### src/hdl/bpg_pkg.sv
package bpg_pkg;

   localparam int MAX_WIDTH_DEFAULT  = 256;
   localparam int PHASE_BITS_DEFAULT = 16;

   localparam int WIDTH_BITS = 9;
   localparam int NUM_BITS   = 17;
   localparam int CSR_BITS   = 3;

   localparam logic [1:0] BG_SOLID    = 2'd0;
   localparam logic [1:0] BG_GRADIENT = 2'd1;
   localparam logic [1:0] BG_RAINBOW  = 2'd2;

   localparam logic ITEM_FRAME = 1'b0;
   localparam logic ITEM_PIXEL = 1'b1;

   localparam logic [CSR_BITS-1:0] CSR_MODE   = 3'd0;
   localparam logic [CSR_BITS-1:0] CSR_COLOR1 = 3'd1;
   localparam logic [CSR_BITS-1:0] CSR_COLOR2 = 3'd2;
   localparam logic [CSR_BITS-1:0] CSR_WIDTH  = 3'd3;
   localparam logic [CSR_BITS-1:0] CSR_SPEED  = 3'd4;

   localparam logic [1:0] CHAN_RED   = 2'd0;
   localparam logic [1:0] CHAN_GREEN = 2'd1;
   localparam logic [1:0] CHAN_BLUE  = 2'd2;

   typedef struct packed {
      logic       load_item;
      logic       mul_en;
      logic       phase_en;
      logic       div_start;
      logic [1:0] chan_sel;
      logic       chan_store;
      logic       hue_en;
      logic       out_load;
   } bpg_cmd_type;

   typedef struct packed {
      logic       is_pixel;
      logic [1:0] bg_mode;
      logic       wide;
      logic       div_done;
   } bpg_status_type;

endpackage

### src/hdl/bpg_divider.sv
module bpg_divider #(
   parameter int DIV_BITS = 24
) (
   input  logic                                 clock,
   input  logic                                 reset,
   input  logic                                 start,
   input  logic                                 short_op,
   input  logic [DIV_BITS-1:0]                  dividend,
   input  logic [bpg_pkg::WIDTH_BITS-1:0]       divisor,
   output logic [DIV_BITS-1:0]                  quotient,
   output logic                                 done
);
   import bpg_pkg::*;

   localparam int CW          = $clog2(DIV_BITS + 1);
   localparam int SHORT_SHIFT = DIV_BITS - NUM_BITS;

   logic [DIV_BITS-1:0]   q_ff, q_in;
   logic [WIDTH_BITS-1:0] rem_ff, rem_in;
   logic [CW-1:0]         cnt_ff, cnt_in;
   logic                  done_ff, done_in;
   logic [WIDTH_BITS-1:0] div_ff, div_in;
   logic [WIDTH_BITS:0]   shifted;
   logic                  ge;

   assign shifted = {rem_ff, q_ff[DIV_BITS-1]};
   assign ge      = shifted >= {1'b0, div_ff};

   always_comb begin
      q_in    = q_ff;
      rem_in  = rem_ff;
      cnt_in  = cnt_ff;
      div_in  = div_ff;
      done_in = 1'b0;
      if (start) begin
         q_in   = short_op ? (dividend << SHORT_SHIFT) : dividend;
         rem_in = '0;
         div_in = divisor;
         cnt_in = short_op ? CW'(NUM_BITS) : CW'(DIV_BITS);
      end else if (cnt_ff != '0) begin
         if (ge) begin
            rem_in = WIDTH_BITS'(shifted - {1'b0, div_ff});
            q_in   = {q_ff[DIV_BITS-2:0], 1'b1};
         end else begin
            rem_in = shifted[WIDTH_BITS-1:0];
            q_in   = {q_ff[DIV_BITS-2:0], 1'b0};
         end
         cnt_in  = cnt_ff - 1'b1;
         done_in = (cnt_ff == CW'(1));
      end
   end

   always_ff @(posedge clock) begin
      if (reset) begin
         cnt_ff  <= '0;
         done_ff <= 1'b0;
      end else begin
         cnt_ff  <= cnt_in;
         done_ff <= done_in;
      end
   end

   always_ff @(posedge clock) begin
      q_ff   <= q_in;
      rem_ff <= rem_in;
      div_ff <= div_in;
   end

   assign quotient = q_ff;
   assign done     = done_ff;

endmodule

### src/hdl/bpg_datapath.sv
module bpg_datapath #(
   parameter int MAX_WIDTH  = bpg_pkg::MAX_WIDTH_DEFAULT,
   parameter int PHASE_BITS = bpg_pkg::PHASE_BITS_DEFAULT
) (
   input  logic                              clock,
   input  logic                              reset,
   input  logic                              csr_wen,
   input  logic [bpg_pkg::CSR_BITS-1:0]      csr_addr,
   input  logic [31:0]                       csr_wdata,
   input  logic                              req_tuser,
   input  logic [23:0]                       req_tdata,
   input  bpg_pkg::bpg_cmd_type              cmd,
   output bpg_pkg::bpg_status_type           status,
   output logic [31:0]                       rsp_tdata
);
   import bpg_pkg::*;

   localparam int DIV_BITS = (PHASE_BITS + 8 > NUM_BITS) ? PHASE_BITS + 8 : NUM_BITS;
   localparam int WCAP     = (MAX_WIDTH < 511) ? MAX_WIDTH : 511;
   localparam logic [WIDTH_BITS-1:0] WCAP_W = WIDTH_BITS'(WCAP);
   localparam int SW = PHASE_BITS + 3;
   localparam int UW = PHASE_BITS + 8;

   localparam logic [2:0] SECTOR_0 = 3'd0;
   localparam logic [2:0] SECTOR_1 = 3'd1;
   localparam logic [2:0] SECTOR_2 = 3'd2;
   localparam logic [2:0] SECTOR_3 = 3'd3;
   localparam logic [2:0] SECTOR_4 = 3'd4;

   logic [1:0]             mode_ff;
   logic [31:0]            color1_ff;
   logic [23:0]            color2_ff;
   logic [WIDTH_BITS-1:0]  width_ff;
   logic [15:0]            speed_ff;
   logic [PHASE_BITS-1:0]  phase_ff, phase_in;

   logic                   pix_ff;
   logic [7:0]             x_ff;
   logic [15:0]            dt_ff;
   logic signed [32:0]     prod_ff;
   logic [7:0]             grad_r_ff, grad_g_ff, grad_b_ff;
   logic [PHASE_BITS-1:0]  hue_ff;
   logic [31:0]            rsp_ff, rsp_in;

   logic [WIDTH_BITS-1:0]  width_eff, span;
   logic [7:0]             x_in;
   logic [33+PHASE_BITS-1:0] prod_sh;
   logic [PHASE_BITS-1:0]  step;
   logic [7:0]             a_ch, b_ch;
   logic [NUM_BITS-1:0]    num;
   logic                   rainbow_op;
   logic [DIV_BITS-1:0]    dividend, quotient;
   logic [WIDTH_BITS-1:0]  divisor;
   logic                   div_done;
   logic [SW-1:0]          s_val;
   logic [2:0]             sector;
   logic [PHASE_BITS-1:0]  frac, nfrac;
   logic [UW-1:0]          up_full, down_full;
   logic [7:0]             up, down, hr, hg, hb;

   always_ff @(posedge clock) begin
      if (reset) begin
         mode_ff   <= BG_SOLID;
         color1_ff <= 32'd255;
         color2_ff <= 24'd0;
         width_ff  <= 9'd16;
         speed_ff  <= 16'd256;
         phase_ff  <= '0;
      end else begin
         if (csr_wen) begin
            case (csr_addr)
               CSR_MODE:   mode_ff   <= csr_wdata[1:0];
               CSR_COLOR1: color1_ff <= csr_wdata;
               CSR_COLOR2: color2_ff <= csr_wdata[23:0];
               CSR_WIDTH:  width_ff  <= csr_wdata[WIDTH_BITS-1:0];
               CSR_SPEED:  speed_ff  <= csr_wdata[15:0];
               default: ;
            endcase
         end
         if (cmd.phase_en) begin
            phase_ff <= phase_in;
         end
      end
   end

   always_comb begin
      if (width_ff == '0) begin
         width_eff = WIDTH_BITS'(1);
      end else if (width_ff > WCAP_W) begin
         width_eff = WCAP_W;
      end else begin
         width_eff = width_ff;
      end
   end

   assign span = width_eff - 1'b1;
   assign x_in = ({1'b0, req_tdata[7:0]} > span) ? span[7:0] : req_tdata[7:0];

   assign prod_sh  = {prod_ff, {PHASE_BITS{1'b0}}};
   assign step     = prod_sh[PHASE_BITS+19:20];
   assign phase_in = phase_ff + step;

   always_comb begin
      case (cmd.chan_sel)
         CHAN_RED: begin
            a_ch = color1_ff[31:24];
            b_ch = color2_ff[23:16];
         end
         CHAN_GREEN: begin
            a_ch = color1_ff[23:16];
            b_ch = color2_ff[15:8];
         end
         default: begin
            a_ch = color1_ff[15:8];
            b_ch = color2_ff[7:0];
         end
      endcase
   end

   assign num = ({9'd0, a_ch} * {8'd0, span - {1'b0, x_ff}})
              + ({9'd0, b_ch} * {9'd0, x_ff});

   assign rainbow_op = (mode_ff == BG_RAINBOW);
   assign dividend   = rainbow_op ? DIV_BITS'({x_ff, {PHASE_BITS{1'b0}}}) : DIV_BITS'(num);
   assign divisor    = rainbow_op ? width_eff : span;

   bpg_divider #(
      .DIV_BITS(DIV_BITS)
   ) u_divider (
      .clock    (clock),
      .reset    (reset),
      .start    (cmd.div_start),
      .short_op (!rainbow_op),
      .dividend (dividend),
      .divisor  (divisor),
      .quotient (quotient),
      .done     (div_done)
   );

   always_ff @(posedge clock) begin
      if (cmd.load_item) begin
         pix_ff <= req_tuser;
         x_ff   <= x_in;
         dt_ff  <= req_tdata[23:8];
      end
      if (cmd.mul_en) begin
         prod_ff <= $signed(speed_ff) * $signed({1'b0, dt_ff});
      end
      if (cmd.chan_store) begin
         case (cmd.chan_sel)
            CHAN_RED:   grad_r_ff <= quotient[7:0];
            CHAN_GREEN: grad_g_ff <= quotient[7:0];
            default:    grad_b_ff <= quotient[7:0];
         endcase
      end
      if (cmd.hue_en) begin
         hue_ff <= phase_ff + quotient[PHASE_BITS-1:0];
      end
      if (cmd.out_load) begin
         rsp_ff <= rsp_in;
      end
   end

   assign s_val     = SW'({hue_ff, 2'b00}) + SW'({hue_ff, 1'b0});
   assign sector    = s_val[SW-1:PHASE_BITS];
   assign frac      = s_val[PHASE_BITS-1:0];
   assign nfrac     = ~frac;
   assign up_full   = {frac, 8'd0} - UW'(frac);
   assign down_full = {nfrac, 8'd0} - UW'(nfrac);
   assign up        = up_full[UW-1:PHASE_BITS];
   assign down      = down_full[UW-1:PHASE_BITS];

   always_comb begin
      case (sector)
         SECTOR_0: begin hr = 8'd255; hg = up;     hb = 8'd0;   end
         SECTOR_1: begin hr = down;   hg = 8'd255; hb = 8'd0;   end
         SECTOR_2: begin hr = 8'd0;   hg = 8'd255; hb = up;     end
         SECTOR_3: begin hr = 8'd0;   hg = down;   hb = 8'd255; end
         SECTOR_4: begin hr = up;     hg = 8'd0;   hb = 8'd255; end
         default:  begin hr = 8'd255; hg = 8'd0;   hb = down;   end
      endcase
   end

   always_comb begin
      case (mode_ff)
         BG_GRADIENT: begin
            if (span != '0) begin
               rsp_in = {8'd255, grad_b_ff, grad_g_ff, grad_r_ff};
            end else begin
               rsp_in = {8'd255, color1_ff[15:8], color1_ff[23:16], color1_ff[31:24]};
            end
         end
         BG_RAINBOW: rsp_in = {8'd255, hb, hg, hr};
         default: rsp_in = {color1_ff[7:0], color1_ff[15:8], color1_ff[23:16],
                            color1_ff[31:24]};
      endcase
   end

   assign status.is_pixel = (pix_ff == ITEM_PIXEL);
   assign status.bg_mode  = mode_ff;
   assign status.wide     = (span != '0);
   assign status.div_done = div_done;
   assign rsp_tdata       = rsp_ff;

endmodule

### src/hdl/bpg_controller.sv
module bpg_controller (
   input  logic                     clock,
   input  logic                     reset,
   input  logic                     req_tvalid,
   output logic                     req_tready,
   output logic                     rsp_tvalid,
   input  logic                     rsp_tready,
   input  bpg_pkg::bpg_status_type  status,
   output bpg_pkg::bpg_cmd_type     cmd
);
   import bpg_pkg::*;

   localparam logic [2:0] ST_IDLE   = 3'd0;
   localparam logic [2:0] ST_DECODE = 3'd1;
   localparam logic [2:0] ST_MUL    = 3'd2;
   localparam logic [2:0] ST_ADD    = 3'd3;
   localparam logic [2:0] ST_LOAD   = 3'd4;
   localparam logic [2:0] ST_DIV    = 3'd5;
   localparam logic [2:0] ST_OUT    = 3'd6;

   logic [2:0] state_ff, state_in;
   logic [1:0] chan_ff, chan_in;
   logic       rsp_valid_ff, rsp_valid_in;
   logic       out_free;

   assign out_free   = !rsp_valid_ff || rsp_tready;
   assign req_tready = (state_ff == ST_IDLE);
   assign rsp_tvalid = rsp_valid_ff;

   always_comb begin
      state_in = state_ff;
      chan_in  = chan_ff;
      cmd      = '0;
      cmd.chan_sel = chan_ff;
      case (state_ff)
         ST_IDLE: begin
            if (req_tvalid) begin
               cmd.load_item = 1'b1;
               state_in      = ST_DECODE;
            end
         end
         ST_DECODE: begin
            chan_in = CHAN_RED;
            if (!status.is_pixel) begin
               state_in = (status.bg_mode == BG_RAINBOW) ? ST_MUL : ST_IDLE;
            end else if (status.bg_mode == BG_RAINBOW ||
                         (status.bg_mode == BG_GRADIENT && status.wide)) begin
               state_in = ST_LOAD;
            end else begin
               state_in = ST_OUT;
            end
         end
         ST_MUL: begin
            cmd.mul_en = 1'b1;
            state_in   = ST_ADD;
         end
         ST_ADD: begin
            cmd.phase_en = 1'b1;
            state_in     = ST_IDLE;
         end
         ST_LOAD: begin
            cmd.div_start = 1'b1;
            state_in      = ST_DIV;
         end
         ST_DIV: begin
            if (status.div_done) begin
               if (status.bg_mode == BG_RAINBOW) begin
                  cmd.hue_en = 1'b1;
                  state_in   = ST_OUT;
               end else begin
                  cmd.chan_store = 1'b1;
                  if (chan_ff == CHAN_BLUE) begin
                     state_in = ST_OUT;
                  end else begin
                     chan_in  = chan_ff + 1'b1;
                     state_in = ST_LOAD;
                  end
               end
            end
         end
         ST_OUT: begin
            if (out_free) begin
               cmd.out_load = 1'b1;
               state_in     = ST_IDLE;
            end
         end
         default: state_in = ST_IDLE;
      endcase
   end

   always_comb begin
      if (cmd.out_load) begin
         rsp_valid_in = 1'b1;
      end else if (rsp_tready) begin
         rsp_valid_in = 1'b0;
      end else begin
         rsp_valid_in = rsp_valid_ff;
      end
   end

   always_ff @(posedge clock) begin
      if (reset) begin
         state_ff     <= ST_IDLE;
         chan_ff      <= CHAN_RED;
         rsp_valid_ff <= 1'b0;
      end else begin
         state_ff     <= state_in;
         chan_ff      <= chan_in;
         rsp_valid_ff <= rsp_valid_in;
      end
   end

endmodule

### src/hdl/background_pattern_pixel_generator.sv
// One item at a time. Frame tick: decode, and in rainbow mode multiply, then phase add.
// Solid pixel, or gradient with width 1: decode, then the result register loads once the
// output is free. Rainbow pixel: one bit-serial division (DIV_BITS steps, x*2^PHASE_BITS/W).
// Gradient pixel: three 17-step divisions on the same divider.
// The output register lets the next item enter while a result waits.
// Synchronous active-high reset: CSR registers to defaults, phase zero, no result pending.
module background_pattern_pixel_generator #(
   parameter int MAX_WIDTH  = bpg_pkg::MAX_WIDTH_DEFAULT,
   parameter int PHASE_BITS = bpg_pkg::PHASE_BITS_DEFAULT
) (
   input  logic                          clock,
   input  logic                          reset,
   input  logic                          req_tvalid,
   output logic                          req_tready,
   input  logic [23:0]                   req_tdata,  // column[7:0], frame_dt[23:8]
   input  logic                          req_tuser,  // item kind, 0 frame tick, 1 pixel
   output logic                          rsp_tvalid,
   input  logic                          rsp_tready,
   output logic [31:0]                   rsp_tdata,  // red[7:0], green[15:8], blue[23:16], alpha[31:24]
   input  logic                          csr_wen,
   input  logic [bpg_pkg::CSR_BITS-1:0]  csr_addr,
   input  logic [31:0]                   csr_wdata
);
   import bpg_pkg::*;

   bpg_cmd_type    cmd;
   bpg_status_type status;

   bpg_controller u_controller (
      .clock      (clock),
      .reset      (reset),
      .req_tvalid (req_tvalid),
      .req_tready (req_tready),
      .rsp_tvalid (rsp_tvalid),
      .rsp_tready (rsp_tready),
      .status     (status),
      .cmd        (cmd)
   );

   bpg_datapath #(
      .MAX_WIDTH  (MAX_WIDTH),
      .PHASE_BITS (PHASE_BITS)
   ) u_datapath (
      .clock     (clock),
      .reset     (reset),
      .csr_wen   (csr_wen),
      .csr_addr  (csr_addr),
      .csr_wdata (csr_wdata),
      .req_tuser (req_tuser),
      .req_tdata (req_tdata),
      .cmd       (cmd),
      .status    (status),
      .rsp_tdata (rsp_tdata)
   );

endmodule

### config.mk
export PLATFORM = sky130hd
export DESIGN_NAME = background_pattern_pixel_generator
export DESIGN_NICKNAME = d
export VERILOG_FILES = /design/src/hdl/bpg_pkg.sv /design/src/hdl/bpg_divider.sv /design/src/hdl/bpg_datapath.sv /design/src/hdl/bpg_controller.sv /design/src/hdl/background_pattern_pixel_generator.sv
export SDC_FILE = /design/constraint.sdc
export NUM_CORES = 1
export LEC_CHECK = 0
export BUFFER_PORTS_ARGS = -buffer_cell sky130_fd_sc_hd__buf_2
export CORE_MARGIN = 5
export CORE_UTILIZATION = 55
export DETAILED_ROUTE_END_ITERATION = 10
export PLACE_DENSITY_LB_ADDON = 0.12
export SLEW_MARGIN = 20
export SYNTH_ARGS = -nofsm -noshare
export SYNTH_HDL_FRONTEND = slang
export SYNTH_SLANG_ARGS = --single-unit
### constraint.sdc
create_clock -name clock -period 24.3 [get_ports clock]
set_input_delay 4.86 -clock clock [delete_from_list [all_inputs] [get_ports clock]]
set_output_delay 4.86 -clock clock [all_outputs]
set_load 0.005 [all_outputs]
[After elaboration in Yosys (flattened, before gate mapping)]
Cells that the tools add are included.
Word-level totals
  bits in registers: 270
  input port bits: 65
  output and inout port bits: 34
  logic and storage cells: 143
Cells by class
  $add $sub $neg: 11
  multipliers: 3
  magnitude comparators: 3
  equal/unequal tests: 24
  multiplexer cells: 46
  bitwise operators: 3
  reductions and logical operators: 30
Operators by type and width (number)
  24-bit 2-to-1 mux: 5
  8-bit one-hot mux with 3 select lines: 3
  32-bit one-hot mux with 2 select lines: 1
  24-bit by 16-bit subtractor with 24-bit output: 2
  9-bit 2-to-1 mux: 4
  16-bit adder: 2
  8-bit one-hot mux with 2 select lines: 2
  16-bit by 17-bit multiplier with 20-bit output: 1
  18-bit by 17-bit adder with 19-bit output: 1
  3-bit by 2-bit == test with 1-bit output (second input constant): 6
  2-bit 2-to-1 mux: 9
  3-bit one-hot mux with 6 select lines: 1
  17-bit by 16-bit adder with 17-bit output: 1
  8-bit by 9-bit multiplier with 17-bit output: 1
  8-bit by 8-bit multiplier with 16-bit output: 1
  16-bit inverter: 1
  2-bit AND reduction: 8
  3-bit == test (second input constant): 5
  1-bit 2-to-1 mux: 12
  3-bit 2-to-1 mux: 4
  10-bit by 9-bit >= comparator with 1-bit output: 1
  5-bit 2-to-1 mux: 2
  2-bit OR reduction: 5
  3-bit by 1-bit == test with 1-bit output (second input constant): 3
  other kinds (28): 39

[Logic depth before layout (Yosys ltp)]
  depth after elaboration: 10
  gate-level depth with buffers: 37
  depth with buffers taken out: 37

[Modules after synthesis]
A second synthesis with hierarchy kept.
Second synthesis, totals
  cells, all modules: 2765
  area total of the unflattened synthesis: 25172.9 sq um
By module, submodules not included
  bpg_datapath: instances 1, cells an instance 2465, area each 22108.7 sq um, sequential area each 5375.2 sq um
  bpg_divider: instances 1, cells an instance 245, area each 2637.5 sq um, sequential area each 1291.2 sq um
  bpg_controller: instances 1, cells an instance 55, area each 426.7 sq um, sequential area each 120.1 sq um

[Least setup slack after synthesis]
Ideal clock, no wire load.
  path type: register -> register
  from: register u_datapath.width_ff[4]
  to: register u_datapath.u_divider.q_ff[20], in the netlist u_datapath.u_divider.quotient[20], data pin
  setup time: 254 ps
  data arrival time: 8053 ps
  required time: 24046 ps
  slack: 15993 ps
  cell stages (with the launch flop): 37
  path buffers: 0
  period minus slack after synthesis: 8307 ps
  path through: dfxtp_1 -> or4_1 -> nor4_1 -> nor2_1 -> nor2_1 -> inv_1 -> ha_1 -> xnor2_1 -> ha_1 -> nor2b_1 -> o21ai_0 -> nand2b_1 -> a21o_1 -> a21o_1 -> a21o_1 -> a21oi_1 -> xnor2_1 -> nor2_1 -> fa_1 -> inv_1 -> fa_1 -> inv_1 -> fa_1 -> inv_1 -> fa_1 -> inv_1 -> fa_1 -> inv_1 -> fa_1 -> inv_1 -> ha_1 -> and3_1 -> a211oi_1 -> or3_1 -> xnor2_1 -> o21ai_0 -> o21a_1
Between the ends
  word-level cells in the longest chain between the ends: 10
  elaborated cells on any way between the ends: 11
  classes of those cells: 3 x add/sub; 1 x mul; 1 x order compare; 5 x mux; 1 x reduce/logical
RTL lines
  from (decl): RTL line bpg_datapath.sv:33  | logic [WIDTH_BITS-1:0] width_ff;
  from (signal assigned): RTL line bpg_datapath.sv:75  | CSR_WIDTH: width_ff <= csr_wdata[WIDTH_BITS-1:0];
  9-bit greater-than comparator: RTL line bpg_datapath.sv:89  | end else if (width_ff > WCAP_W) begin
  9-bit 2-to-1 mux: RTL line bpg_datapath.sv:89
  9-bit 2-to-1 mux *: RTL line bpg_datapath.sv:87  | if (width_ff == '0) begin
  9-bit by 1-bit subtractor with 9-bit output *: RTL line bpg_datapath.sv:96  | assign span = width_eff - 1'b1;
  9-bit by 8-bit subtractor with 9-bit output *: RTL line bpg_datapath.sv:120  | assign num = ({9'd0, a_ch} * {8'd0, span - {1'b0, x_ff}})
  8-bit by 9-bit multiplier with 17-bit output *: RTL line bpg_datapath.sv:120
  17-bit by 16-bit adder with 17-bit output *: RTL line bpg_datapath.sv:121  | + ({9'd0, b_ch} * {9'd0, x_ff});
  24-bit 2-to-1 mux *: RTL line bpg_datapath.sv:124  | assign dividend = rainbow_op ? DIV_BITS'({x_ff, {PHASE_BITS{1'b0}}}) : DIV_BITS'(num);
  24-bit 2-to-1 mux *: RTL line bpg_divider.sv:36  | q_in = short_op ? (dividend << SHORT_SHIFT) : dividend;
  24-bit 2-to-1 mux *: RTL line bpg_divider.sv:35  | if (start) begin
  via u_datapath.u_divider.q_in[20]: RTL line bpg_divider.sv:18  | logic [DIV_BITS-1:0] q_ff, q_in;
  to (signal assigned): RTL line bpg_divider.sv:64  | q_ff <= q_in;
  to (decl): RTL line bpg_divider.sv:18
The timed path passes the listed nets; every way through them passes the cells marked *.
A chain may end at the register's enable or synchronous reset.

[Worst setup path in the final report]
  from: register u_datapath.width_ff[4]
  to: register u_datapath.u_divider.q_ff[23], in the netlist u_datapath.u_divider.quotient[23], data pin
The elaborated chain is that of the path after synthesis.

==> impl_metrics.env <==
export IMPL_n_antenna_cell=0
export IMPL_fin_nets=3345
export IMPL_cts_sinks=266
export IMPL_grt_max_degree=100
export IMPL_synth_ff_type="edfxtp_1"
export IMPL_syn_inst=2759
export IMPL_cap_viol_max_count=0
export IMPL_fp_dieW_um=223
export IMPL_multi_input_area_mm2=0.0162
export IMPL_synth_mux_area_share_pct=0.609
export IMPL_yosys_top_cells_area="fa_1 (19%), edfxtp_1 (18%), ha_1 (11%), dfxtp_1 (9.7%), inv_1 (6.1%)"
export IMPL_row_count=77
export IMPL_io_buffers=98
export IMPL_final_cell_mix="inv_1 (404), nand2_1 (401), fa_1 (240)"
export IMPL_synth_adder_area_share_pct=30.8
export IMPL_cts_hold_buf=0
export IMPL_rsz0062_at_grt="no"
export IMPL_clk_path_buf_depth=3
export IMPL_post_cts_buffers=0
export IMPL_fmax_mhz=107
export IMPL_outcome="complete, no violations"
export IMPL_power_uw=1490
export IMPL_powerDensity_mw_per_mm2=55.3
export IMPL_grtUsageTotal_pct=27.1
export IMPL_synth_cell_types=77
export IMPL_synth_compound_area_share_pct=13.1
export IMPL_core_area_mm2=0.0445
export IMPL_clk_latency_ns=0.59
export IMPL_syn_avg_cell_area_um2=9.01
export IMPL_async_flop_share_pct=0
export IMPL_peakVddDrop_mv=0.0550
export IMPL_worst_ep_required_time_ns=24.64
export IMPL_grt_pass1_wl_um=108000
export IMPL_die_h_um=223
export IMPL_tightest_slew_ns=1.07
export IMPL_cp_start_kind="register"
export IMPL_ant_nets=0
export IMPL_crit_path_end_kind="register"
export IMPL_ys_ff_latch=266
export IMPL_fin_crit_ns=9.31
export IMPL_slew_viol_final=0
export IMPL_post_synth_top_area_cell="fa_1"
export IMPL_final_common_cell="inv_1"
export IMPL_htreeDepth=1
export IMPL_vias_per_cell=5.67
export IMPL_synth_xor_area_share_pct=3.59
export IMPL_leakage_uw=0.0120
export IMPL_netlist_area_mm2=0.0249
export IMPL_start_util_pct=55.8
export IMPL_cts_buffers_inserted=30
export IMPL_yosysSeqAreaShare_pct=27.3
export IMPL_overflow=0
export IMPL_die_area_mm2=0.0495
export IMPL_critPathKind="register to register"
export IMPL_grt_use_met1_pct=38.0
export IMPL_hp_class="register to register"
export IMPL_drt_initial_drc_count=1519
export IMPL_syn_nets=3292
export IMPL_drc=0
export IMPL_fin_setup_tns_ns=0
export IMPL_grt_pass1_vias=19600
export IMPL_avgRoutedWirePerCell_um=19.8
export IMPL_dp_hpwl_um=54100
export IMPL_worst_path_largest_cell_delay_ns=0.57
export IMPL_synth_warning_count=0
export IMPL_seqCellArea_mm2=0.00679
export IMPL_n_fill_cell=3991
export IMPL_vias=19500
export IMPL_ctsResizeCount=0
export IMPL_maxSlewHeadroom_pct=28.0
export IMPL_io_pins=99
export IMPL_top_usage_layer="met2"
export IMPL_syn_to_final_growth_pct=8.13
export IMPL_post_route_util_pct=60.4
export IMPL_grt_antenna_before_repair=0
export IMPL_path_clk_slew_ns=0.06
export IMPL_crit_fanout=8
export IMPL_cts_tree="yes"
export IMPL_cp_data_arrival_time_ns=9.65
export IMPL_synth_top_family_by_area="adder cells"
export IMPL_use_met2_pct=41.0
export IMPL_drive_above_1_share_pct=7.19
export IMPL_skew_ns=0.00904
export IMPL_setup_viol=0
export IMPL_hold_viol=0
export IMPL_synthSimpleGateAreaFrac_pct=16.9
export IMPL_drt_total_wl_um=68000
export IMPL_synth_top_area_share_pct=19.3
export IMPL_first_pass_iters=5
export IMPL_grtUsageMet3_pct=7.93
export IMPL_synth_edf_count=146
export IMPL_gp_congestion=0.946
export IMPL_cts_root_buf="clkbuf_16"
export IMPL_cp_slowest_cell="or4_1"
export IMPL_period_share_pct=38.3
-- cell families (layout without fill, tap and decap cells) --
group           Yosys count  in the layout
compound gates          505            505
xor+xnor                102            102
fa+ha+maj               468            468
mux                      14             14
flops                   266            266
simple gates            903            903
buf+inv                 501            578
-- synthesized netlist by cell type (5+ instances only) --
library cell and count:
a221oi_1 12, o21ai_0 64, clkinv_1 5, o211ai_1 10
nand4_1 10, o41ai_1 8, a22o_1 18, ha_1 228
a22oi_1 18, o311ai_0 8, and2_1 124, o21a_1 18
dfxtp_1 120, nor3_1 33, a31oi_1 6, xor2_1 24
nor2b_1 21, mux2_2 9, nor2_1 163, and3_1 12
inv_1 404, or2_2 21, fa_1 240, nand3_1 33
nand2b_1 22, a211oi_1 23, a21boi_0 5, a21oi_1 216
o31ai_1 6, mux2i_1 5, nor4_1 8, or3_1 23
clkbuf_1 83, o21bai_1 6, xnor2_1 78, nand2_1 402
a21o_1 36, edfxtp_1 146, a221o_1 10, nand3b_1 14
-- worst max-delay path, delay by kind of cell (launching register included) --
family / cells / cell delay, ns
buffers and inverters: 6 / 0.39
muxes: 1 / 0.25
xor gates and xnor gates: 2 / 0.89
DFF: 1 / 0.35
and+or+nand+nor: 7 / 1.45
AOI/OAI and AO/OA: 9 / 1.80
adders and majority gates: 9 / 3.91
-- final timing paths --
kind	startpoint	endpoint	slack [ns]	depth (start not counted)
worst max-delay path	u_datapath.width_ff[4]	u_datapath.u_divider.quotient[23]	14.99	34
worst min-delay path	u_datapath.color2_ff[7]	u_datapath.color2_ff[7]	0.45	2
worst max register to register	u_datapath.width_ff[4]	u_datapath.u_divider.quotient[23]	14.99	34
worst min register to register	u_datapath.color2_ff[7]	u_datapath.color2_ff[7]	0.45	2
-- through the flow --
step / worst slack (ns) / std cells / hold WS (ns) / area [um^2]
after floorplan: 15.99 / 2759 / 0.432 / 24900
after global placement: 15.35 / 3372 / 0.444 / 25800
after detailed placement: 15.16 / 3372 / 0.448 / 25800
after CTS: 15.12 / 3428 / 0.457 / 26900
after global routing: 14.59 / 3428 / 0.475 / 26900
final: 14.99 / 3428 / 0.455 / 26900
-- cell type report --
type,count,area share (%)
Multi-Input combinational cell,1992,60.2
Sequential cell,266,25.3
Inverter,411,5.74
Clock buffer,39,3.15
Tap cell,592,2.76
Timing Repair Buffer,111,2.20
Clock inverter,17,0.717
-- state kept, by name, indices dropped and copies added, names as in the netlist, 16 cells and up --
| name | count |
|---|---|
| u_datapath.u_divider.quotient | 24 |
| u_datapath.rsp_tdata | 32 |
| u_datapath.color2_ff | 24 |
| u_datapath.hue_ff | 16 |
| u_datapath.dt_ff | 16 |
| u_datapath.prod_ff | 16 |
| u_datapath.phase_ff | 16 |
| u_datapath.color1_ff | 32 |
| u_datapath.speed_ff | 16 |
-- report_power, final --
part	total (uW)	leakage (uW)	switching [uW]	internal [uW]
Clock	468	0.000506	190	278
Sequential	615	0.00235	63.5	551
Combinational	403	0.00914	244	160
Total	1490	0.0120	497	989
-- layer usage --
layer	vias up	share of wire [%]	routed length (um)
li1	9253	-	-
met1	9345	44	29800
met2	738	43	29100
met3	116	10	6800
met4	0	3.4	2350
met5	-	0	0
No activity file was read; power rests on OpenSTA's default activity.
